<file path="config.mk">
export PLATFORM = sky130hd
export DESIGN_NAME = rlgs_merge
export DESIGN_NICKNAME = d
export VERILOG_FILES = /design/src/rtl/rlgs_pkg.sv /design/src/rtl/rlgs_merge.sv
export SDC_FILE = /design/constraint.sdc
export NUM_CORES = 1
export LEC_CHECK = 0
export ABC_AREA = 1
export BUFFER_PORTS_ARGS = -buffer_cell sky130_fd_sc_hd__buf_4
export CORE_MARGIN = 2
export CORE_UTILIZATION = 25
export DETAILED_ROUTE_END_ITERATION = 16
export PLACE_DENSITY = 0.95
export SETUP_SLACK_MARGIN = 0.15
export SYNTH_ARGS = -nofsm -noshare
export SYNTH_HDL_FRONTEND = slang
export SYNTH_SLANG_ARGS = --single-unit
</file>
<file path="constraint.sdc">
create_clock -name vclk -period 1
set_clock_uncertainty 0.1 [all_clocks]
set_input_delay 0.25 -clock vclk [all_inputs]
set_output_delay 0.25 -clock vclk [all_outputs]
set_load 0.05 [all_outputs]
</file>
<file path="src/rtl/rlgs_pkg.sv">
`timescale 1ns / 1ps
// Shared types and constants of the RGBA smoothing table.
package rlgs_pkg;

    localparam int DEF_TABLE_SIZE = 256;
    localparam int CH_N           = 4;
    localparam int WEIGHT_W       = 16;
    localparam int Q_BITS         = 8;
    localparam logic [3:0] MASK_RESET = 4'hF;

    localparam logic [1:0] REQ_WRITE  = 2'd0;
    localparam logic [1:0] REQ_READ   = 2'd1;
    localparam logic [1:0] REQ_SMOOTH = 2'd2;

    typedef struct packed {
        logic [1:0] req_type;
        logic [7:0] entry_index;
        logic [7:0] red_in;
        logic [7:0] green_in;
        logic [7:0] blue_in;
        logic [7:0] alpha_in;
    } t_req;

    typedef struct packed {
        logic [7:0] red_out;
        logic [7:0] green_out;
        logic [7:0] blue_out;
        logic [7:0] alpha_out;
        logic       alpha_changed;
        logic       smooth_done;
    } t_rsp;

    typedef struct packed {
        logic [7:0] alpha;
        logic [7:0] blue;
        logic [7:0] green;
        logic [7:0] red;
    } t_color;

    typedef struct packed {
        logic clr;
        logic mul_en;
        logic acc_en;
        logic div_load;
        logic div_step;
    } t_lane_ctl;

endpackage

</file>
<file path="src/rtl/rlgs_merge.sv">
`timescale 1ns / 1ps
// Merge of lane results: masked channels take the smoothed value.
module rlgs_merge
    import rlgs_pkg::*;
(
    input  logic [CH_N*Q_BITS-1:0] i_q,
    input  t_color                 i_orig,
    input  logic [CH_N-1:0]        i_mask,
    output t_color                 o_word
);

    logic [CH_N*8-1:0] orig_bits;
    logic [CH_N*8-1:0] word_bits;

    assign orig_bits = i_orig;

    always_comb begin
        for (int c = 0; c < CH_N; c++) begin
            word_bits[8*c +: 8] = i_mask[c] ? i_q[Q_BITS*c +: 8] : orig_bits[8*c +: 8];
        end
    end

    assign o_word = t_color'(word_bits);

endmodule

</file>
==> results.ini, run 1 <==
[synth]
synth_top_family_by_area=simple AND/OR/NAND/NOR gates
netlist.area_leader.share_pct=85.7
synth-xor-area-share_pct=0
synth_compound_area_share_pct=0
netlist_area_um2=420
synth-warning-count=0
synth.net_count=172
synth_largest_area_cell=nand2_1
yosys.area_share.adder_pct=0
synth_most_common_cell=nand2_1
yosysUniqueCellTypes=3
synth_common_cells=nand2_1, buf_6, inv_2
yosys.area_share.simple_pct=85.7
synth.area.top_cells=nand2_1, buf_6, inv_2
syn-instance-count=104
synth-seq-area-share_pct=0
muxShareOfSynthArea_pct=0
syn_area_per_cell_um2=4.04

[floorplan]
rows=14
die_x_um=45.0
initial_core_util_pct=27.3
ios=100
die_h_um=45.0

[placed_design]
io_buffers=100

[status]
lastStage=3_3_place_gp
status=aborted with a tool error
tool.error=[ERROR GPL-0301] Utilization 104.603 % exceeds 100%.

cell families after synthesis:
family,count (synthesis)
and+or+nand+nor,96
buffers and inverters,8
==> inputs of run 2 (changes only) <==
--- a/config.mk
+++ b/config.mk
@@ -7,11 +7,10 @@
 export LEC_CHECK = 0
 export ABC_AREA = 1
 export BUFFER_PORTS_ARGS = -buffer_cell sky130_fd_sc_hd__buf_4
-export CORE_MARGIN = 2
-export CORE_UTILIZATION = 25
+export CORE_AREA = 2 2 63 65
 export DETAILED_ROUTE_END_ITERATION = 16
-export PLACE_DENSITY = 0.95
-export SETUP_SLACK_MARGIN = 0.15
+export DIE_AREA = 0 0 65 67
+export PLACE_DENSITY_LB_ADDON = 0.15
 export SYNTH_ARGS = -nofsm -noshare
 export SYNTH_HDL_FRONTEND = slang
 export SYNTH_SLANG_ARGS = --single-unit
==> results.ini, run 2 <==
[floorplan]
initial_core_util_pct=11.7  ; -16 points
die_h_um=67  ; +49%
die_x_um=65  ; +44%
rows=22  ; +8
core_um2=3610
dieArea_um2=4360
ios=100  ; unchanged

[route]
via_count=1046
wire_per_inst_um=14.1
drtIter0Drc=18
ant_nets=0
firstDrtPassIters=4
wl_mm=3.56
drc=0
via_per_inst=4.15

[synth]
syn-instance-count=104  ; unchanged
netlist.area_leader.share_pct=85.7  ; unchanged
synth_largest_area_cell=nand2_1
synth.net_count=172  ; unchanged
syn_area_per_cell_um2=4.04  ; unchanged
synth.area.top_cells=nand2_1, buf_6, inv_2
yosysUniqueCellTypes=3  ; unchanged
netlist_area_um2=420  ; unchanged
synth_most_common_cell=nand2_1
synth_common_cells=nand2_1, buf_6, inv_2
synth-warning-count=0  ; unchanged
synth-seq-area-share_pct=0  ; unchanged

[cells_and_area]
final_common_cell=nand2_4
num_antenna_cells=0
area_delta_synth_final_pct=450
nets=274
stdcell_count=252
nClkBuffers=0
seq_cell_count=0
mostFrequentLayoutCells=nand2_4, buf_4, buf_8, nand2_1, nand2_8
layout.area.seq_um2=0
layout-drive-gt1-share_pct=90.7
fin_area_um2=2310

[status]
violations=negative setup slack
status=finished, violations left

[sta]
tightest_slew_ns=0.127
fin_hold_ws_ns=0.717
setup-tns-final_ns=-1.89
period_needed_ns=1.08
rsz0062_at_grt=yes
fmaxAchievable_ghz=0.929
maxSlewHeadroom_pct=91.5
finalSetupViolCount=32
setup_ws_ns=-0.0760
hold_viol_final=0
drv_slew=0
period_share_pct=108

[global_routing]
antenna_found_initial=0
grt_pass1_wl_mm=5.22
gr-total-overflow=0
grt_pass1_vias=1139
grt_max_degree=9
grtUsageTotal_pct=15.1

[run]
drv_cap=0

[placed_design]
place_inst=248
dp_hpwl_mm=2.13
io_buffers=100  ; unchanged
placed_area_um2=1450
gp_routability_congestion=0.650

[critical_path]
crit_path_start_kind=primary input
crit_fanout=8
criticalPathCategory=in2out
required_ns=0.65
end_kind=primary output
arrival_ns=0.73

[pwr]
ir_drop_v=0.000297
total_power_mw=1.48
p_per_area_nw_per_um2=638
p_leak_nw=1.23

[worst_hold_path]
hp-class=in2out

[clock_tree]
cts_setup_buffers=0

==> run 2: final timing paths <==
path	from	endpoint	slack, ns	cells after the start
setup / recovery	i_mask[2]	o_word[22]	-0.08	5
hold / removal	i_orig[18]	o_word[18]	0.72	4
==> run 2: metal layers <==
metal  vias up  wire [um]  global-route usage [%]
met5         -          0                       0
li1        506          -                       -
met4         0          0                       0
met1       483        992                    14.9
met2        57       2280                    33.6
met3         0        279                    2.53
==> run 2: where the power goes <==
group / leakage (nW) / switching, mW / internal [mW]
logic: 1.23 / 0.795 / 0.680
clock network: 0 / 0 / 0
registers: 0 / 0 / 0
total: 1.23 / 0.795 / 0.680
==> run 2: timing repair <==
item                       CTS  global route
cloned                       4             0
hold buffers                 0             0
resized for setup          182             9
pin swaps                   11             3
setup endpoints to repair   32            32
==> run 2: cell families (layout without fill, tap and decap cells) <==
logic type             count (synthesis)  after routing  synth area share (%)
buffers and inverters                  8            108                  14.3
and+or+nand+nor                       96             96                  85.7
==> run 2: area by class of cell <==
| cell class | instances | area, um^2 |
|---|---|---|
| fillers | 273 | 1290 |
| well taps | 48 | 60.1 |
| inverters | 4 | 120 |
| multi-input cells | 96 | 982 |
| repair buffers | 104 | 1150 |
==> run 2: critical path, stage by stage <==
cell and delay (ns):
buf_12 0.12, clkinv_16 0.08, nand2_4 0.07, nand2_4 0.05, buf_8 0.14
==> run 2: stage by stage <==
stage,util (%),worst slack [ns]
after global routing,64.2,-0.0899
final,64.2,-0.0760
after floorplan,-,-0.0124
after detailed placement,40.1,-0.224
after CTS,61.8,-0.0706
after global placement,40.1,-0.214
No activity file was read; power rests on OpenSTA's default activity.
