[src/rtl/rlgs_pkg.sv]
`timescale 1ns / 1ps
// Shared types and constants of the RGBA smoothing table.
package rlgs_pkg;

    localparam int DEF_TABLE_SIZE = 256;
    localparam int CH_N           = 4;
    localparam int WEIGHT_W       = 16;
    localparam int Q_BITS         = 8;
    localparam logic [3:0] MASK_RESET = 4'hF;

    localparam logic [1:0] REQ_WRITE  = 2'd0;
    localparam logic [1:0] REQ_READ   = 2'd1;
    localparam logic [1:0] REQ_SMOOTH = 2'd2;

    typedef struct packed {
        logic [1:0] req_type;
        logic [7:0] entry_index;
        logic [7:0] red_in;
        logic [7:0] green_in;
        logic [7:0] blue_in;
        logic [7:0] alpha_in;
    } t_req;

    typedef struct packed {
        logic [7:0] red_out;
        logic [7:0] green_out;
        logic [7:0] blue_out;
        logic [7:0] alpha_out;
        logic       alpha_changed;
        logic       smooth_done;
    } t_rsp;

    typedef struct packed {
        logic [7:0] alpha;
        logic [7:0] blue;
        logic [7:0] green;
        logic [7:0] red;
    } t_color;

    typedef struct packed {
        logic clr;
        logic mul_en;
        logic acc_en;
        logic div_load;
        logic div_step;
    } t_lane_ctl;

endpackage

[src/rtl/rlgs_lane.sv]
`timescale 1ns / 1ps
// One channel lane: weighted multiply-accumulate and bit-serial rounded divide.
module rlgs_lane
    import rlgs_pkg::*;
#(
    parameter int WSUM_W = WEIGHT_W + $clog2(DEF_TABLE_SIZE)
) (
    input  logic                i_clk,
    input  t_lane_ctl           i_ctl,
    input  logic [WEIGHT_W-1:0] i_w,
    input  logic [7:0]          i_c,
    input  logic [WSUM_W-1:0]   i_wsum,
    output logic [Q_BITS-1:0]   o_q
);

    localparam int PROD_W = WEIGHT_W + 8;
    localparam int ACC_W  = WSUM_W + 8;
    localparam int NUM_W  = WSUM_W + 9;

    logic [PROD_W-1:0] r_prod;
    logic [ACC_W-1:0]  r_acc;
    logic [NUM_W-1:0]  r_num;
    logic [NUM_W-1:0]  r_dsh;
    logic [Q_BITS-1:0] r_q;
    logic              fits;

    assign fits = (r_num >= r_dsh);

    always_ff @(posedge i_clk) begin
        if (i_ctl.mul_en) begin
            r_prod <= PROD_W'(i_w) * PROD_W'(i_c);
        end
        if (i_ctl.clr) begin
            r_acc <= '0;
        end else if (i_ctl.acc_en) begin
            r_acc <= r_acc + ACC_W'(r_prod);
        end
        if (i_ctl.div_load) begin
            r_num <= NUM_W'({r_acc, 1'b0}) + NUM_W'(i_wsum);
            r_dsh <= NUM_W'({i_wsum, 1'b0}) << (Q_BITS - 1);
            r_q   <= '0;
        end else if (i_ctl.div_step) begin
            if (fits) begin
                r_num <= r_num - r_dsh;
            end
            r_q   <= {r_q[Q_BITS-2:0], fits};
            r_dsh <= r_dsh >> 1;
        end
    end

    assign o_q = r_q;

endmodule

[config.mk]
export PLATFORM = sky130hd
export DESIGN_NAME = rlgs_lane
export DESIGN_NICKNAME = d
export VERILOG_FILES = /design/src/rtl/rlgs_pkg.sv /design/src/rtl/rlgs_lane.sv
export SDC_FILE = /design/constraint.sdc
export NUM_CORES = 1
export LEC_CHECK = 0
export BUFFER_PORTS_ARGS = -buffer_cell sky130_fd_sc_hd__buf_2
export CORE_MARGIN = 2
export CORE_UTILIZATION = 60
export DETAILED_ROUTE_END_ITERATION = 8
export PLACE_DENSITY = 0.78
export SLEW_MARGIN = 20
export SYNTH_ARGS = -nofsm -noshare
export SYNTH_HDL_FRONTEND = slang
export SYNTH_SLANG_ARGS = --single-unit
[constraint.sdc]
create_clock -name i_clk -period 6 [get_ports i_clk]
set_input_delay 0.9 -clock i_clk [delete_from_list [all_inputs] [get_ports i_clk]]
set_output_delay 0.9 -clock i_clk [all_outputs]
set_load 0.02 [all_outputs]
* After elaboration in Yosys (flattened, before gate mapping) *
Cells that the tools add are included.

storage, ports and cells
  bits in registers = 129
  memory bits (writable) = 0
  logic and storage cells = 19
  memories = 0
  output and inout port bits = 8
  latch bits = 0
  ROM bits = 0
  bits of input ports = 54

cells by class
  bitwise gates (word level) = 0
  reductions and logical operators = 3
  $lt $le $gt $ge = 1
  $mul = 1
  div/mod/pow operators = 0
  shift operators = 0
  equality and inequality tests = 0
  muxes and demuxes = 5
  add/sub/neg operators = 3

operator list
  kind                count
  $mux W33            3
  $mux W32            2
  $add A33 B24 Y33    1
  $ge A33 B32 Y1      1
  $sub A33 B32 Y33    1
  $add A32 B24 Y32    1
  $mul A16 B8 Y24     1
  $reduce_bool A2 Y1  2
  $reduce_and A2 Y1   1

* Depth between registers and ports, before layout *
Gate-level depths: netlist of run 1.

  depth after elaboration = 4
  gate-level depth with buffers = 19
  mapped depth without buffers = 18

* Least setup slack after synthesis of run 1 *
No wires, ideal clock.

  path kind = input to register
  start point = input i_c[7]
  end point = register r_prod[23], data pin
  path buffers = 1
  required time = 5724 ps
  cell stages on the path = 18
  data arrival time = 5247 ps
  slack = 477 ps
  setup time = 276 ps
  path through = clkbuf_1 nand2_1 fa_1 fa_1 inv_1 fa_1 inv_1 fa_1 inv_1 ha_1 o21a_1 o31a_1 o211ai_1 a211oi_1 o31ai_1 o21ai_0 nor4b_1 a311oi_1

on the way
  cells in the longest elaborated chain, start to end = 1

ends and longest elaborated chain
  what                  RTL line         text
  from (decl)           rlgs_lane.sv:11  input logic [7:0] i_c,
  $mul A16 B8 Y24       rlgs_lane.sv:31  r_prod <= PROD_W'(i_w) * PROD_W'(i_c);
  to (signal assigned)  rlgs_lane.sv:31
  to (decl)             rlgs_lane.sv:20  logic [PROD_W-1:0] r_prod;

Every way passes these cells.
A chain may end at the register's enable or synchronous reset.

* Worst setup path after layout of run 1 *
Same ends and word-level chain as after synthesis.

==> results of run 1 <==
flip-flops by register name (all words and copies together), names as in the netlist:
register,flops
r_prod,24
r_num,33
r_acc,32
r_dsh,32
o_q,8
power by group:
part	switching (mW)	internal [mW]	total, mW
clock network	0.418	0.653	1.07
registers	0.138	1.34	1.48
logic	2.39	1.79	4.18
how the worst min path moves through the flow:
stage             start  endpoint  slack [ns]  cells past startpoint
2_1_floorplan  r_dsh[0]  r_dsh[0]        0.46                      2
3_3_place_gp     o_q[7]    o_q[7]        0.47                      2
3_5_place_dp     o_q[7]    o_q[7]        0.49                      2
4_1_cts          o_q[7]    o_q[7]        0.50                      2
5_1_grt          o_q[0]    o_q[0]        0.53                      2
6_report         o_q[7]    o_q[7]        0.49                      2
cell usage after synthesis (4+ instances only):
| library cell | number |
|---|---|
| a2111oi_0 | 4 |
| a211o_1 | 8 |
| a211oi_1 | 20 |
| a21boi_0 | 7 |
| a21o_1 | 37 |
| a21oi_1 | 97 |
| a22o_1 | 4 |
| a31oi_1 | 13 |
| a41oi_1 | 4 |
| and2_1 | 95 |
| and3_1 | 11 |
| buf_1 | 4 |
| clkbuf_1 | 42 |
| dfxtp_1 | 48 |
| edfxtp_1 | 81 |
| fa_1 | 87 |
| ha_1 | 123 |
| inv_1 | 168 |
| mux2_2 | 4 |
| mux2i_1 | 37 |
| nand2_1 | 148 |
| nand2b_1 | 18 |
| nand3_1 | 28 |
| nand3b_1 | 4 |
| nand4_1 | 8 |
| nor2_1 | 112 |
| nor2b_1 | 13 |
| nor3_1 | 21 |
| o2111ai_1 | 5 |
| o211ai_1 | 10 |
| o21a_1 | 18 |
| o21ai_0 | 81 |
| o21bai_1 | 11 |
| o22ai_1 | 6 |
| o31a_1 | 7 |
| o31ai_1 | 16 |
| or3_1 | 11 |
| or4_1 | 6 |
| xnor2_1 | 54 |
| xor2_1 | 24 |
metal layers:
layer / GRT usage (%) / vias up
met1: 34.0 / 5172
li1: - / 5412
met2: 45.5 / 245
met4: 8.16 / 0
met3: 2.95 / 49
met5: 0 / -
area by class of cell:
cell class	instances	area [sq um]
clock buffer	19	464
multi-input combinational	1189	9150
fill	1740	7340
sequential	129	3390
clock inverter	13	151
tap	280	350
timing repair buffer	66	345
inverter	168	631
cell families after synthesis:
family,Yosys count,share of synthesized area (%)
DFF,129,25.4
adders and majority gates,210,24.6
xor gates and xnor gates,78,5.12
muxes,41,3.11
AOI/OAI and AO/OA,371,17.9
and+or+nand+nor,489,17.9
buffers and inverters,214,6.02
critical path: cells and delay by family:
family	cells	cell delay [ns]
simple gates	2	0.44
fa+ha+maj	5	2.45
buf+inv	5	0.57
compound gates	7	1.22
placed cells by master (no fill, tap or decap), types with 20 or more instances in the layout:
cell type	instances
xnor2_1	54
a21o_1	37
ha_1	123
edfxtp_1	81
a211oi_1	20
xor2_1	24
nand2_1	148
nor3_1	21
mux2i_1	37
o21ai_0	81
and2_1	95
nor2_1	112
fa_1	87
nand3_1	28
a21oi_1	97
dfxtp_1	48
inv_1	168
buf_2	60
through the flow:
step           worst slack [ns]  power [mW]
6_report                  0.567        6.73
3_5_place_dp              0.211        5.61
3_3_place_gp              0.328        5.50
2_1_floorplan             0.477        4.79
5_1_grt                   0.347        7.36
4_1_cts                   0.643        6.72
==> summary.txt, run 1 <==
Global routing
  • Largest net degree at the start of global routing: 60
  • Global-route wire length before repair: 51,000 um
  • Global Route Usage Sum: 26.0%
  • Number of global-route vias before repair: 10,801
  • GR Overflow Total: 0
  • Initial antenna violation count: 0

Clocking
  • Post-CTS sizing: 0
  • TritonCTS clock tree: yes
  • Clk sinks: 129
  • Root Driver: clkbuf_16
  • Skew-Pair Late Insertion Delay: 0.43 ns
  • Num CTS Buffers: 17
  • Hold_buf cts: 0
  • Longest Clk Path Bufs: 2
  • Post-CTS Setup Bufs: 0
  • CTS clk-pin slew, worst paths: 0.06 ns
  • Htree depth: 4

Detailed routing
  • DR WL met3: 1060 um
  • Final WL: 29,600 um
  • Drt first pass iters: 4
  • DRC viols: 0
  • WL per Instance: 15.9 um
  • DR iter-0 viols: 672
  • Vias: 10,878
  • DR WL met2: 14,600 um
  • M1 WL: 13,300 um
  • Vias per cell: 5.84
  • Final ANT Viol Nets: 0
  • Top routing layer in use: met4

STA
  • RSZ-0062 raised after global routing: no
  • Fin. Hold Viols: 0
  • Pins over their slew limit: 0
  • Min cycle time layout: 5.43 ns
  • Setup TNS: 0 ns
  • Period utilisation layout: 90.5%
  • Fin Clk Skew: 0.00765 ns
  • Highest clock rate: 0.184 GHz
  • Worst slew margin: 47.5%
  • Final setup fails: 0
  • Actual slew at the worst max-slew pin: 0.777 ns
  • WHS: 0.490 ns

Floorplanning
  • I/O pin cnt: 62
  • Die area: 0.0235 sq mm
  • Initial core utilization: 61.2%
  • CORE AREA: 0.0218 sq mm
  • Die Wd: 153 um
  • DIE HEIGHT: 153 um
  • FP Rows: 54

Worst setup path
  • Capture point of the critical path: r_prod[23]
  • R2R Setup Slk: 1.73 ns
  • Worst Setup End Kind: flop
  • Worst setup SP type: input pin
  • Depth of the most critical reg-to-reg path: 11
  • CP max stage delay: 0.56 ns
  • Worst-path cell chain: buf_2, nand2_1, fa_1, fa_1, inv_1, fa_1, inv_1, fa_1, inv_1, ha_1, o21a_1, o31a_1, o211ai_1, a211oi_1, o31ai_1, buf_4, o21ai_0, nor4b_1, a311oi_1
  • Reg2reg start: r_dsh[2]
  • CP dominant cell by count: fa_1
  • Arrival @ worst endpoint: 5.60 ns
  • WS Path Type: in -> reg
  • Crit path max fanout: 16
  • R2R Path End: r_num[23]
  • CP max-delay cell: fa_1
  • Critical path origin: i_c[7]
  • Worst EP required: 6.16 ns

Place
  • Area after DPL: 0.0139 sq mm
  • Buffers added on ports: 61
  • Final GP Congestion: 0.910
  • DP Wirelength: 23,200 um
  • Placed instance count: 1,832

Synthesis
  • Seq cells post-synth: 129
  • Post-synth EDFFs: 81
  • Sequential-to-total area share from yosys stat: 25.4%
  • Asr flop ratio synth: 0%
  • Largest cells by area after synthesis: edfxtp_1 18%, fa_1 13%, ha_1 12%, dfxtp_1 7.2%, inv_1 4.7%
  • Yosys top cell area share: 18.2%
  • Mean post-synth cell area: 8.71 sq um
  • Syn_nets: 1,796
  • Synth Cell Area: 0.0133 sq mm
  • Post-synth cell types: 61
  • Most used DFF post-synth: edfxtp_1
  • YS warnings: 0
  • Cells after synthesis: 1,532
  • Leading area contributor after synthesis: edfxtp_1

Power and ir drop
  • Maximum vdd drop: 0.279 mV
  • Power density over cell area: 465 mW/mm^2
  • P_leak: 6.57 nW

Finish
  • Post-route cell area: 0.0145 sq mm
  • Nets: 1,835
  • Post-layout util: 66.4%
  • Non-Filler Instances: 1,864
  • Number of diodes: 0
  • P&R area growth vs syn: 8.53%
  • Share of layout cells above drive strength 1: 6.76%

Flow run
  • # Max-Cap Violations: 0

Outcome
  • Status: completed

Hold path
  • Hold WC Path Type: reg -> reg
Power figures use the tool's default switching activity.
==> run 2: changes to the inputs <==
==> constraint.sdc (replaced) <==
create_clock -name i_clk -period 6.4 [get_ports i_clk]
set_input_delay 0.96 -clock i_clk [delete_from_list [all_inputs] [get_ports i_clk]]
set_output_delay 0.96 -clock i_clk [all_outputs]
set_load 0.02 [all_outputs]
==> summary.txt, run 2 (synthesized netlist as in run 1, its figures left out) <==
Outcome
  • Status: completed

Floorplanning
  • Die Wd: 153 um (unchanged)
  • Initial core utilization: 61.2% (unchanged)
  • Die area: 0.0235 sq mm (unchanged)
  • I/O pin cnt: 62 (unchanged)
  • FP Rows: 54 (unchanged)
  • CORE AREA: 0.0218 sq mm (unchanged)
  • DIE HEIGHT: 153 um (unchanged)

Finish
  • Max FFs per register: 33 (unchanged)
  • Filler Cells Inserted: 1,810 (+4.0%)
  • Most frequent cells in the layout: 168 x inv_1, 148 x nand2_1, 123 x ha_1
  • Multi-input logic area: 0.00915 sq mm (unchanged)
  • Register with the most flip-flops: r_num
  • P&R area growth vs syn: 8.00%
  • Number of diodes: 0 (unchanged)
  • Most common cell after layout, fill and taps aside: inv_1
  • Nets: 1,834 (-0.054%)
  • Share of layout cells above drive strength 1: 6.63% (-0.12 points)
  • Post-layout util: 66.1% (-0.32 points)
  • Top Registers: r_num: 33 flops, r_acc: 32 flops, r_dsh: 32 flops
  • Register Area: 0.00339 sq mm (unchanged)

Worst setup path
  • CP Buf/Inv Count: 5 (unchanged)
  • Capture point of the critical path: r_prod[23]
  • Worst setup SP type: input pin
  • CP max-delay cell: fa_1
  • Reg2reg start: r_dsh[2]
  • Critical path origin: i_c[7]
  • Top Family by Delay on Critical Path: adder cells
  • R2R Path End: r_num[13]
  • Worst EP required: 6.56 ns (+0.40 ns)
  • Worst Setup End Kind: flop
  • CP max stage delay: 0.55 ns (about the same)
  • Depth of the most critical reg-to-reg path: 11 (unchanged)
  • Critical path depth: 19 (unchanged)
  • Worst-path cell chain: buf_2, nand2_1, fa_1, fa_1, inv_1, fa_1, inv_1, fa_1, inv_1, ha_1, o21a_1, o31a_1, o211ai_1, a211oi_1, o31ai_1, buf_4, o21ai_0, nor4b_1, a311oi_1
  • WS Path Type: in -> reg
  • R2R Setup Slk: 2.29 ns (+0.56 ns)
  • Arrival @ worst endpoint: 5.56 ns (-0.04 ns)
  • CP dominant cell by count: fa_1
  • Crit path max fanout: 16 (unchanged)

Clocking
  • Clk sinks: 129 (unchanged)
  • TritonCTS clock tree: yes
  • Skew-Pair Late Insertion Delay: 0.43 ns (about the same)
  • Root Driver: clkbuf_16
  • Htree depth: 4 (unchanged)
  • Num CTS Buffers: 17 (unchanged)
  • Post-CTS sizing: 0 (unchanged)
  • Longest Clk Path Bufs: 2 (unchanged)
  • CTS clk-pin slew, worst paths: 0.06 ns (about the same)
  • Hold_buf cts: 0 (unchanged)
  • Post-CTS Setup Bufs: 0 (unchanged)

Detailed routing
  • Vias per cell: 5.84 (about the same)
  • WL per Instance: 15.9 um (about the same)
  • DR iter-0 viols: 728 (+8.3%)
  • Final WL: 29,600 um (about the same)
  • Drt first pass iters: 5 (+1)
  • Vias: 10,883 (+0.046%)
  • Final ANT Viol Nets: 0 (unchanged)
  • DRC viols: 0 (unchanged)

Hold path
  • Hold WC Path Type: reg -> reg

Global routing
  • Number of global-route vias before repair: 10,662 (-1.3%)
  • Global Route Usage Sum: 25.7% (-0.38 points)
  • GR Overflow Total: 0 (unchanged)
  • Initial antenna violation count: 0 (unchanged)
  • Global-route wire length before repair: 49,800 um (-2.2%)
  • Largest net degree at the start of global routing: 79 (+32%)

STA
  • WHS: 0.493 ns (+0.00304 ns)
  • Period utilisation layout: 84.4%
  • RSZ-0062 raised after global routing: no
  • Min cycle time layout: 5.40 ns
  • Pins over their slew limit: 0 (unchanged)
  • Worst slew margin: 47.4% (-0.11 points)
  • Highest clock rate: 0.185 GHz
  • Final setup fails: 0 (unchanged)
  • Final WS setup: 0.998 ns (+0.430 ns)
  • Fin. Hold Viols: 0 (unchanged)
  • Actual slew at the worst max-slew pin: 0.778 ns (+0.00169 ns)
  • Setup TNS: 0 ns (unchanged)
  • Fin Clk Skew: 0.00837 ns (+0.000718 ns)

Place
  • DP Wirelength: 23,100 um (-0.41%)
  • Dpl ws: 0.556 ns (+0.345 ns)
  • Buffers added on ports: 61 (unchanged)
  • Final GP Congestion: 0.929 (+2.1%)

Power and ir drop
  • Power density over cell area: 433 mW/mm^2 (-6.8%)
  • P_leak: 6.54 nW (-0.37%)
  • Tot Pwr: 6.25 mW (-7.2%)
  • Maximum vdd drop: 0.203 mV (-27%)

Flow run
  • # Max-Cap Violations: 0 (unchanged)
run 2: cell count changes in the layout (fill, tap and decap cells not counted):
cell        before  now
inv_8            0    1
clkinv_2         0    3
bufinv_16        2    0
inv_6            2    4
clkinvlp_4       2    1
inv_4            1    2
buf_4            6    5
clkbuf_1         0    1
clkbuf_8         1    0
clkinv_4         6    2
run 2: worst register-to-register path, stage by stage (launching register included):
cell	delay [ns]
dfxtp_1	0.39
inv_1	0.06
ha_1	0.33
o21ai_0	0.17
a21oi_1	0.10
o31ai_1	0.48
a21boi_0	0.33
o211ai_1	0.34
a21oi_1	0.11
o41ai_1	0.71
nand2_1	0.40
buf_4	0.38
run 2: worst min path at each step:
| stage | from | endpoint | slack (ns) | cells after the start |
|---|---|---|---|---|
| 2_1_floorplan | r_dsh[0] | r_dsh[0] | 0.46 | 2 |
| 4_1_cts | o_q[0] | o_q[0] | 0.50 | 2 |
| 6_report | o_q[0] | o_q[0] | 0.49 | 2 |
| 5_1_grt | r_acc[16] | r_acc[16] | 0.53 | 2 |
| 3_3_place_gp | o_q[7] | o_q[7] | 0.47 | 2 |
| 3_5_place_dp | o_q[0] | o_q[0] | 0.49 | 2 |
run 2: report_power, final:
| group | internal (mW) | switching (mW) | leakage (nW) |
|---|---|---|---|
| registers | 1.26 | 0.129 | 1.22 |
| logic | 1.68 | 2.27 | 5.05 |
| clock network | 0.524 | 0.394 | 0.276 |
| total | 3.46 | 2.79 | 6.54 |
run 2: cell type report:
class	count	area share (%)
multi-input cells	1189	63.5
flip-flops and latches	129	23.5
inverters	168	4.37
clock buffers	19	3.15
well taps	280	2.43
repair buffers	65	2.34
clock inverters	13	0.686
run 2: per-stage QoR:
stage / area [sq um] / std cells
after global placement: 13900 / 1831
after detailed placement: 13900 / 1831
final: 14400 / 1863
after CTS: 14400 / 1863
after global routing: 14400 / 1863
after floorplan: 13300 / 1532
run 2: routing by layer:
layer	global-route usage, %	up-vias	wire, um
li1	-	5422	-
met1	33.2	5148	13100
met2	44.9	268	14600
met3	3.12	45	1220
met4	7.98	0	642
met5	0	-	0
