--- config.mk ---
export PLATFORM = sky130hd
export DESIGN_NAME = rlgs_wrom
export DESIGN_NICKNAME = d
export VERILOG_FILES = /design/src/rtl/rlgs_pkg.sv /design/src/rtl/rlgs_wrom.sv
export SDC_FILE = /design/constraint.sdc
export NUM_CORES = 1
export LEC_CHECK = 0
export ABC_AREA = 1
export CORE_ASPECT_RATIO = 0.7
export CORE_MARGIN = 2
export CORE_UTILIZATION = 45
export CTS_CLUSTER_DIAMETER = 120
export DETAILED_ROUTE_END_ITERATION = 12
export DONT_BUFFER_PORTS = 1
export SYNTH_ARGS = -nofsm -noshare
export SYNTH_HDL_FRONTEND = slang
export SYNTH_SLANG_ARGS = --single-unit
--- constraint.sdc ---
create_clock -name i_clk -period 1.6 [get_ports i_clk]
set_input_delay 0.32 -clock i_clk [delete_from_list [all_inputs] [get_ports i_clk]]
set_output_delay 0.32 -clock i_clk [all_outputs]
set_load 0.02 [all_outputs]
--- src/rtl/rlgs_pkg.sv ---
`timescale 1ns / 1ps
// Shared types and constants of the RGBA smoothing table.
package rlgs_pkg;

    localparam int DEF_TABLE_SIZE = 256;
    localparam int CH_N           = 4;
    localparam int WEIGHT_W       = 16;
    localparam int Q_BITS         = 8;
    localparam logic [3:0] MASK_RESET = 4'hF;

    localparam logic [1:0] REQ_WRITE  = 2'd0;
    localparam logic [1:0] REQ_READ   = 2'd1;
    localparam logic [1:0] REQ_SMOOTH = 2'd2;

    typedef struct packed {
        logic [1:0] req_type;
        logic [7:0] entry_index;
        logic [7:0] red_in;
        logic [7:0] green_in;
        logic [7:0] blue_in;
        logic [7:0] alpha_in;
    } t_req;

    typedef struct packed {
        logic [7:0] red_out;
        logic [7:0] green_out;
        logic [7:0] blue_out;
        logic [7:0] alpha_out;
        logic       alpha_changed;
        logic       smooth_done;
    } t_rsp;

    typedef struct packed {
        logic [7:0] alpha;
        logic [7:0] blue;
        logic [7:0] green;
        logic [7:0] red;
    } t_color;

    typedef struct packed {
        logic clr;
        logic mul_en;
        logic acc_en;
        logic div_load;
        logic div_step;
    } t_lane_ctl;

endpackage

--- src/rtl/rlgs_wrom.sv ---
`timescale 1ns / 1ps
// Gaussian weight ROM in Q0.16, indexed by entry distance, registered read.
module rlgs_wrom
    import rlgs_pkg::*;
#(
    parameter int TABLE_SIZE = DEF_TABLE_SIZE,
    parameter int AW         = $clog2(DEF_TABLE_SIZE)
) (
    input  logic                i_clk,
    input  logic [AW-1:0]       i_addr,
    output logic [WEIGHT_W-1:0] o_w
);

    localparam logic [63:0] TWO_SIZE = 64'(2 * TABLE_SIZE);
    localparam logic [63:0] Q31_ONE  = 64'd1 << 31;

    function automatic logic [WEIGHT_W-1:0] gauss_w(input logic [63:0] d);
        logic [63:0] x;
        logic [63:0] y;
        logic [63:0] term;
        logic [63:0] sum;
        logic [63:0] w;
        x = ((64'd9 * d * d) << 31) / TWO_SIZE;
        if (x >= (64'd16 << 31)) begin
            return '0;
        end
        y    = x >> 4;
        term = Q31_ONE;
        sum  = Q31_ONE;
        term = (term * y) >> 31;
        sum  = sum - term;
        term = ((term * y) >> 31) / 2;
        sum  = sum + term;
        term = ((term * y) >> 31) / 3;
        sum  = sum - term;
        term = ((term * y) >> 31) / 4;
        sum  = sum + term;
        term = ((term * y) >> 31) / 5;
        sum  = sum - term;
        term = ((term * y) >> 31) / 6;
        sum  = sum + term;
        term = ((term * y) >> 31) / 7;
        sum  = sum - term;
        term = ((term * y) >> 31) / 8;
        sum  = sum + term;
        term = ((term * y) >> 31) / 9;
        sum  = sum - term;
        term = ((term * y) >> 31) / 10;
        sum  = sum + term;
        term = ((term * y) >> 31) / 11;
        sum  = sum - term;
        term = ((term * y) >> 31) / 12;
        sum  = sum + term;
        for (int k = 0; k < 4; k++) begin
            sum = (sum * sum + (64'd1 << 30)) >> 31;
        end
        w = (sum + 64'd16384) >> 15;
        if (w > 64'd65535) begin
            w = 64'd65535;
        end
        return w[WEIGHT_W-1:0];
    endfunction

    logic [WEIGHT_W-1:0] rom_tbl [TABLE_SIZE];
    logic [WEIGHT_W-1:0] r_w;

    for (genvar g = 0; g < TABLE_SIZE; g++) begin : g_rom
        assign rom_tbl[g] = gauss_w(64'(g));
    end

    always_ff @(posedge i_clk) begin
        r_w <= rom_tbl[i_addr];
    end

    assign o_w = r_w;

endmodule

## Yosys cells after proc, flatten, opt, wreduce, memory -nomap -nowiden

Memory sizes are Yosys's and may differ from the RTL's. A register that Yosys moved wholly into a read port is not among the register bits.
Cells that the tools add are included.

- Memory bits (read-only): 4096
- Bits in registers: 0
- Memories kept: 1
- Logic and storage cells: 2

- Bitwise gates (word level): 1

Memory list:

| name | depth | width | rd ports | clocked after memory_dff | wr ports | RTL line | text |
|---|---|---|---|---|---|---|---|
| (name not given) | 256 | 16 | 1 | 1 | 0 | rlgs_wrom.sv:72 | `r_w <= rom_tbl[i_addr];` |

Operators by type and width:

| cell | count |
|---|---|
| 8-bit NOT with 9-bit output | 1 |

## Depth between registers and ports, before layout

Gate-level depths: netlist (run 1).

- Word-level depth: 1
- Gate-level depth with buffers: 8

## Least setup slack after synthesis (run 1)

OpenSTA, ideal clock, no wires.

- Path kind: input-to-reg
- Start point: input i_addr[0]
- End point: register r_w[5], in the netlist o_w[5]
- Cell stages on the path: 8
- Arrival: 1049 ps
- Slack: 429 ps
- Required time: 1477 ps
- Path through: inv_1 -> ha_1 -> inv_1 -> nor2_1 -> nand2_1 -> nand3_1 -> nand2_1 -> o21ai_0

- Word-level cells in the longest chain between the ends: 1

RTL lines:

| what | RTL line | text |
|---|---|---|
| start, declared | rlgs_wrom.sv:10 | `input logic [AW-1:0] i_addr,` |
| 8-bit NOT with 9-bit output (implied by the code) | rlgs_wrom.sv:72 |  |
| end, declared | rlgs_wrom.sv:65 | `logic [WEIGHT_W-1:0] r_w;` |

Every way passes these cells.

## Final worst setup path (run 1)

- Start point: register r_w[2], in the netlist o_w[2]
- End point: output o_w[2]

RTL lines:

| what | RTL line | text |
|---|---|---|
| end, declared | rlgs_wrom.sv:11 | `output logic [WEIGHT_W-1:0] o_w` |

No word-level cell between the ends.

==> reports/metrics.yaml, run 1 <==
num_vias: 837
maxCapViolCount: 0
max_freq_ghz: 0.949
start_util_pct: 48.1
die_h_um: 41.6
seqPwrFrac_pct: 57.1
cts_setup_buffers: 0
clockRootBuffer: "clkbuf_4"
synthTopCellsByCount: "nand2_1, o21ai_0, dfxtp_1, inv_1, nand3_1"
avgSynthCellArea_um2: 6.78
p_total_w: 0.000742
switching_share_pct: 28.2
postSynth.asyncResetShare_pct: 0
crit_required_ns: 1.28
crit_path_start_kind: "flip-flop"
power.switching_w: 0.000209
worst_pin_slew_ns: 0.283
stdcell_area_um2: 936
dp_cells: 152
power_frac_clock_pct: 27.9
holdBufCountCts: 0
dieArea_um2: 2400
fin_cells: 155
numPortBuffers: 0
drc: 0
drt-wirelength-per-cell_um: 13.3
final_nets: 151
clockBufferDepth: 2
fill_cells: 195
cellLeakagePower_nw: 0.459
critPathMaxFanout: 1
clock-sinks: 16
synth_cells: 134
place_ws_ns: 0.312
fin_crit_sh_pct: 65.8
drtAntennaViolNets: 0
boundaryPins: 25
htreeDepth: 1
syn_area_um2: 908
cts.clk_slew.worst_paths_ns: 0.09
avgViaCountPerCell: 5.40
rsz0062_at_grt: "false"
grt_pass1_vias: 724
synth_edf_count: 0
critical_path_class: "reg2out"
finalWirelength_um: 2060
grt_pass1_wl_um: 3390
synthFlopType: "dfxtp_1"
power_density_nw_per_um2: 793
rows: 13
drtIter0Drc: 31
synth.most_common_cell: "nand2_1"
grt-ovfl-total: 0
ir_drop_mv: 0.447
core_area_um2: 1890
worstSetupEndpointType: "primary output"
synth_warnings: 0
dp_hpwl_um: 1560
hold_class: "in2reg"
setup_violations: 0
track_usage_pct: 19.0
synth_top_area_share_pct: 35.3
antenna_found_initial: 0
numCtsBuffers: 3
relSlewSlack_pct: 81.1
yosysUniqueCellTypes: 17
setup_ws_ns: 0.547
hold_violations: 0
status: "complete, no violations"
cp_data_arrival_time_ns: 0.73
ctsResizeCount: 0
cts_tree: "yes"
synth_seq_cells: 16
drv_slew: 0
p_comb_share_pct: 15.0
intPower_w: 0.000533
tns_ns: 0
grt_max_degree: 22
place_congestion: 0.834
first_pass_iters: 4
largest_reg_flops: 16
synth_top_area_cell: "dfxtp_1"
syn_nets: 150
synthTopCellsByArea: "dfxtp_1, nand2_1, ha_1"
die_width_um: 57.7
antenna_cells: 0
min_period_ns: 1.05
placed_area_um2: 913
yosysSeqAreaShare_pct: 35.3
areaGrowthSynthToFinish_pct: 3.03
drive_gt1_share_pct: 8.27
kinds of logic (layout without fill, tap and decap cells):
group           after synthesis  after routing  synth area share (%)
compound gates               26             26                  14.6
fa+ha+maj                     7              7                  9.64
buf+inv                      19             18                  8.68
flops                        16             16                  35.3
simple gates                 66             66                  31.8
cell usage in the layout, fill, tap and decap left out:
master    netlist  final
inv_1          11     11
ha_1            7      7
nand3_1        11     11
o21ai_1         2      2
inv_2           4      4
nand2_1        42     42
nand2_2         1      1
clkbuf_4        0      3
nor2_4          2      2
nand3b_1        1      1
o211ai_1        1      1
o21ai_0        17     17
dfxtp_1        16     16
nor3_2          1      1
nor2_1          8      8
a21oi_1         6      6
final timing paths:
path,start,endpoint,slack (ns),cells past startpoint
setup / recovery,o_w[2]$_SDFF_PN0_,o_w[2],0.55,0
hold / removal,i_addr[2],o_w[11]$_SDFF_PN0_,0.12,1
power groups by stage:
stage	sequential, W	clock [W]	combinational, W
4_1_cts	0.000424	0.000220	0.000110
6_report	0.000424	0.000207	0.000111
5_1_grt	0.000425	0.000244	0.000128
3_3_place_gp	0.000433	0	0.000111
2_1_floorplan	0.000433	0	0.0000979
3_5_place_dp	0.000433	0	0.000110
metrics by stage:
step	hold slack (ns)	utilization, %
after global placement	0.420	48.4
after CTS	0.111	49.6
final	0.118	49.6
after global routing	0.0916	49.6
after floorplan	0.450	-
after detailed placement	0.419	48.4
metal layers:
metal / global-route usage [%] / up-vias / routed length (um)
li1: - / 430 / -
met1: 27.4 / 370 / 1020
met2: 24.5 / 33 / 842
met3: 8.10 / 4 / 162
met5: 0 / - / 0
met4: 6.98 / 0 / 31
cell type report:
cell class / count / area [um2] / area share (%)
Sequential cell: 16 / 320 / 34.2
Inverter: 15 / 56.3 / 6.02
Clock buffer: 3 / 22.5 / 2.41
Multi-Input combinational cell: 99 / 509 / 54.4
Tap cell: 22 / 27.5 / 2.94
Note: power is estimated with default switching activity, not from simulation.
==> run 2, diff against run 1 <==
Clock period 1.6 ns to 1 ns, I/O delays scaled along.
==> run 2 against run 1 <==
Net effect: global-route usage is 0.31 points higher; cell area rose by 6.4%; clock power is 59% higher; largest power group unchanged; setup slack got worse by 0.47 ns; critical endpoint is now o_w[12]; clock-buffer cell count unchanged; highest routed layer unchanged.
==> reports/metrics.yaml, run 2 (synthesis results as in run 1) <==
relSlewSlack_pct: 80.3  # -0.76 points
cts.clk_slew.worst_paths_ns: 0.09  # about the same
cellLeakagePower_nw: 0.486  # +6.0%
critical_path_class: "reg2out"
setup_violations: 0  # unchanged
num_vias: 843  # +0.72%
die_h_um: 41.6  # unchanged
hold_depth: 2  # +1
rsz0062_at_grt: "false"
cp-startpoint: "o_w[12]$_SDFF_PN0_"
drv_slew: 0  # unchanged
first_pass_iters: 4  # unchanged
worstHoldStart: "i_addr[3]"
grt_max_degree: 22  # unchanged
maxCapViolCount: 0  # unchanged
grt_pass1_vias: 747  # +3.2%
worst_pin_slew_ns: 0.292  # +0.00905 ns
timing.hold.ws_ns: 0.0542  # -0.0636 ns
grt_pass1_wl_um: 3530  # +4.3%
status: "complete, no violations"
final_nets: 157  # +4.0%
largest_reg_flops: 16  # unchanged
antenna_cells: 0  # unchanged
dp_hpwl_um: 1540  # -1.4%
tns_ns: 0  # unchanged
power_density_nw_per_um2: 1220  # +54%
place_ws_ns: -0.114  # -0.427 ns
final_common_cell: "nand2_1"
htreeDepth: 1  # unchanged
track_usage_pct: 19.3  # +0.31 points
numPortBuffers: 0  # unchanged
final_util_pct: 52.8  # +3.2 points
place_congestion: 0.878  # +5.2%
hold_violations: 0  # unchanged
clockBufferDepth: 2  # unchanged
hold-path-endpoint: "o_w[12]$_SDFF_PN0_"
cp_data_arrival_time_ns: 0.73  # about the same
drt-wirelength-per-cell_um: 12.6  # -5.4%
worstSetupEndpointType: "primary output"
avgViaCountPerCell: 5.24  # -3.0%
final_cell_mix: "nand2_1, o21ai_0, dfxtp_1, nand3_1, inv_1"
finalWirelength_um: 2020  # -1.7%
drtIter0Drc: 32  # +3.2%
crit_path_start_kind: "flip-flop"
stdcell_area_um2: 996  # +6.4%
setup_ws_ns: 0.0721  # -0.475 ns
drc: 0  # unchanged
numCtsBuffers: 3  # unchanged
dieArea_um2: 2400  # unchanged
min_period_ns: 0.928
ir_drop_mv: 0.623  # +39%
max_freq_ghz: 1.08
critPathMaxFanout: 1  # unchanged
multi_input_area_um2: 522  # +2.5%
regArea_um2: 320  # unchanged
ctsResizeCount: 0  # unchanged
crit_required_ns: 0.80  # -0.48 ns
clockRootBuffer: "clkbuf_4"
cts_tree: "yes"
drtAntennaViolNets: 0  # unchanged
core_area_um2: 1890  # unchanged
rows: 13  # unchanged
placed_area_um2: 963  # +5.5%
antenna_found_initial: 0  # unchanged
die_width_um: 57.7  # unchanged
fin_crit_sh_pct: 92.8
start_util_pct: 48.1  # unchanged
fill_cells: 210  # +7.7%
hold_class: "in2reg"
boundaryPins: 25  # unchanged
grt-ovfl-total: 0  # unchanged
clock-sinks: 16  # unchanged
drive_gt1_share_pct: 12.9  # +4.7 points
areaGrowthSynthToFinish_pct: 9.64
-- run 2: through the flow --
step,cells,total power (W)
finish,161,0.00121
global route,161,0.00130
CTS,161,0.00123
detailed placement,157,0.000892
global placement,157,0.000894
floorplan,134,0.000856
-- run 2: layout make-up --
| class | instances | area share, % |
|---|---|---|
| clock buffer | 3 | 2.26 |
| multi-input combinational | 99 | 52.4 |
| inverter | 15 | 5.65 |
| tap | 22 | 2.76 |
| timing repair buffer | 6 | 4.77 |
| sequential | 16 | 32.2 |
-- run 2: worst max path at each step --
stage	end	slack, ns	cells past startpoint
after floorplan	o_w[5]$_SDFF_PN0_	0.005	8
after global placement	o_w[5]$_SDFF_PN0_	-0.11	6
after detailed placement	o_w[5]$_SDFF_PN0_	-0.11	6
after CTS	o_w[12]	0.06	0
after global routing	o_w[12]	0.03	0
final	o_w[12]	0.07	0
-- run 2: what timing repair did --
| item | in CTS | in global routing |
|---|---|---|
| setup buffers | 0 | 0 |
| hold buffers | 1 | 0 |
| hold endpoints to repair | 1 | 0 |
-- run 2: power by group --
part	internal, W	leakage (nW)	total, W	switching (W)
registers	0.000653	0.130	0.000678	0.0000249
logic	0.0000813	0.343	0.000205	0.000124
clock network	0.000140	0.0138	0.000330	0.000190
-- run 2: routing by layer --
| layer | GRT usage [%] | share of wire [%] |
|---|---|---|
| met3 | 7.17 | 9.5 |
| met4 | 2.79 | 0.54 |
| met2 | 24.1 | 39 |
| met1 | 31.1 | 51 |
| met5 | 0 | 0 |
==> run 3, diff against run 2 <==
Settings changed: CORE_ASPECT_RATIO 0.7 to not set, CORE_UTILIZATION 45 to 50.
==> run 3 against run 2 <==
Net effect: utilization up 7.2 points; cell area up 4.0%; worst hold slack worse by 0.011 ns; critical path depth unchanged.
==> reports/metrics.yaml, run 3 (synthesis results as in run 1) <==
max_freq_ghz: 1.07  # -1.1%
drive_gt1_share_pct: 15.4  # +2.4 points
final_nets: 160  # +1.9%
drc: 0  # unchanged
dp_hpwl_um: 1500  # -2.6%
start_util_pct: 52.6  # +4.5 points
power_density_nw_per_um2: 1280  # +4.7%
met1_usage_pct: 28.0  # -3.1 points
use_met2_pct: 31.1  # +7.0 points
min_period_ns: 0.939  # +0.0108 ns
worstSetupEndpointType: "primary output"
drtAntennaViolNets: 0  # unchanged
antenna_found_initial: 0  # unchanged
finalWirelength_um: 2040  # +0.89%
crit_path_start_kind: "flip-flop"
boundaryPins: 25  # unchanged
setup_violations: 0  # unchanged
critical_path_class: "reg2out"
cts_setup_buffers: 0  # unchanged
place_congestion: 0.929  # +5.7%
die_width_um: 46.6  # -19%
crit_required_ns: 0.80  # about the same
rsz0062_at_grt: "false"
grt-ovfl-total: 0  # unchanged
clockBufferDepth: 2  # unchanged
rows: 15  # +2
avgViaCountPerCell: 5.11  # -2.5%
worst_pin_slew_ns: 0.299  # +0.00699 ns
core_area_um2: 1730  # -8.5%
final_common_cell: "nand2_1"
dieArea_um2: 2170  # -9.4%
largest_reg_flops: 16  # unchanged
first_pass_iters: 4  # unchanged
drtIter0Drc: 32  # unchanged
ctsResizeCount: 0  # unchanged
cellLeakagePower_nw: 0.510  # +4.8%
final_cell_mix: "nand2_1, o21ai_0, dfxtp_1, nand3_1, inv_1"
stdcell_area_um2: 1040  # +4.0%
die_h_um: 46.6  # +12%
grtUsageMet3_pct: 3.14  # -4.0 points
antenna_cells: 0  # unchanged
grt_pass1_vias: 723  # -3.2%
cp_data_arrival_time_ns: 0.74  # about the same
fill_cells: 157  # -25%
areaGrowthSynthToFinish_pct: 14.0
hold_violations: 0  # unchanged
status: "complete, no violations"
placed_area_um2: 990  # +2.7%
grt_max_degree: 22  # unchanged
cts_tree: "yes"
drt-wirelength-per-cell_um: 12.1  # -3.3%
top_usage_layer: "met2"
grt_pass1_wl_um: 3150  # -11%
ir_drop_mv: 0.967  # +55%
fin_crit_sh_pct: 93.9  # +1.1 points
final_util_pct: 60.0  # +7.2 points
maxCapViolCount: 0  # unchanged
numPortBuffers: 0  # unchanged
numCtsBuffers: 3  # unchanged
drv_slew: 0  # unchanged
cts.clk_slew.worst_paths_ns: 0.09  # about the same
critPathMaxFanout: 1  # unchanged
track_usage_pct: 21.0  # +1.7 points
clock-sinks: 16  # unchanged
relSlewSlack_pct: 79.8  # -0.47 points
clockRootBuffer: "clkbuf_4"
htreeDepth: 1  # unchanged
num_vias: 858  # +1.8%
hold_class: "in2reg"
[run 3: changes by cell type in the layout (fill, tap and decap cells not counted)]
cell | previous run | this run
buf_4 | 5 | 8
clkbuf_8 | 0 | 1
[run 3: path summary, 6_finish.rpt]
check | startpoint | endpoint | slack (ns) | depth (start not counted)
worst min-delay path | i_addr[3] | o_w[12]$_SDFF_PN0_ | 0.04 | 2
worst max-delay path | o_w[6]$_SDFF_PN0_ | o_w[6] | 0.06 | 0
[run 3: per-stage QoR]
stage | setup TNS (ns) | cells | hold WS, ns | power (W) | setup slack (ns)
after global placement | -0.542 | 163 | 0.301 | 0.000901 | -0.0997
after detailed placement | -0.447 | 163 | 0.299 | 0.000898 | -0.0769
after global routing | 0 | 168 | 0.0461 | 0.00138 | 0.0338
final | 0 | 168 | 0.0431 | 0.00132 | 0.0613
after CTS | 0 | 168 | 0.0305 | 0.00134 | 0.0432
after floorplan | 0 | 134 | 0.330 | 0.000856 | 0.00462
[run 3: where the power goes]
part | internal, W | switching [W] | total [W]
logic | 0.0000860 | 0.000124 | 0.000210
registers | 0.000653 | 0.0000250 | 0.000678
clock network | 0.000222 | 0.000211 | 0.000433
[run 3: cell type report]
type | instances | area, um2 | share of cell area, %
Clock buffer | 4 | 36.3 | 3.50
Inverter | 15 | 56.3 | 5.43
Multi-Input combinational cell | 99 | 522 | 50.4
Sequential cell | 16 | 320 | 30.9
Tap cell | 25 | 31.3 | 3.02
Timing Repair Buffer | 9 | 70.1 | 6.76
[run 3: repair_timing]
action | CTS | global route
endpoints found under the setup margin | 0 | 0
endpoints found under the hold margin | 1 | 0
hold buffers | 1 | 0
[run 3: per-layer routing]
layer	vias up	share of wire, %
li1	447	-
met1	378	49
met2	28	44
met3	5	4.6
met4	0	2.5
met5	-	0
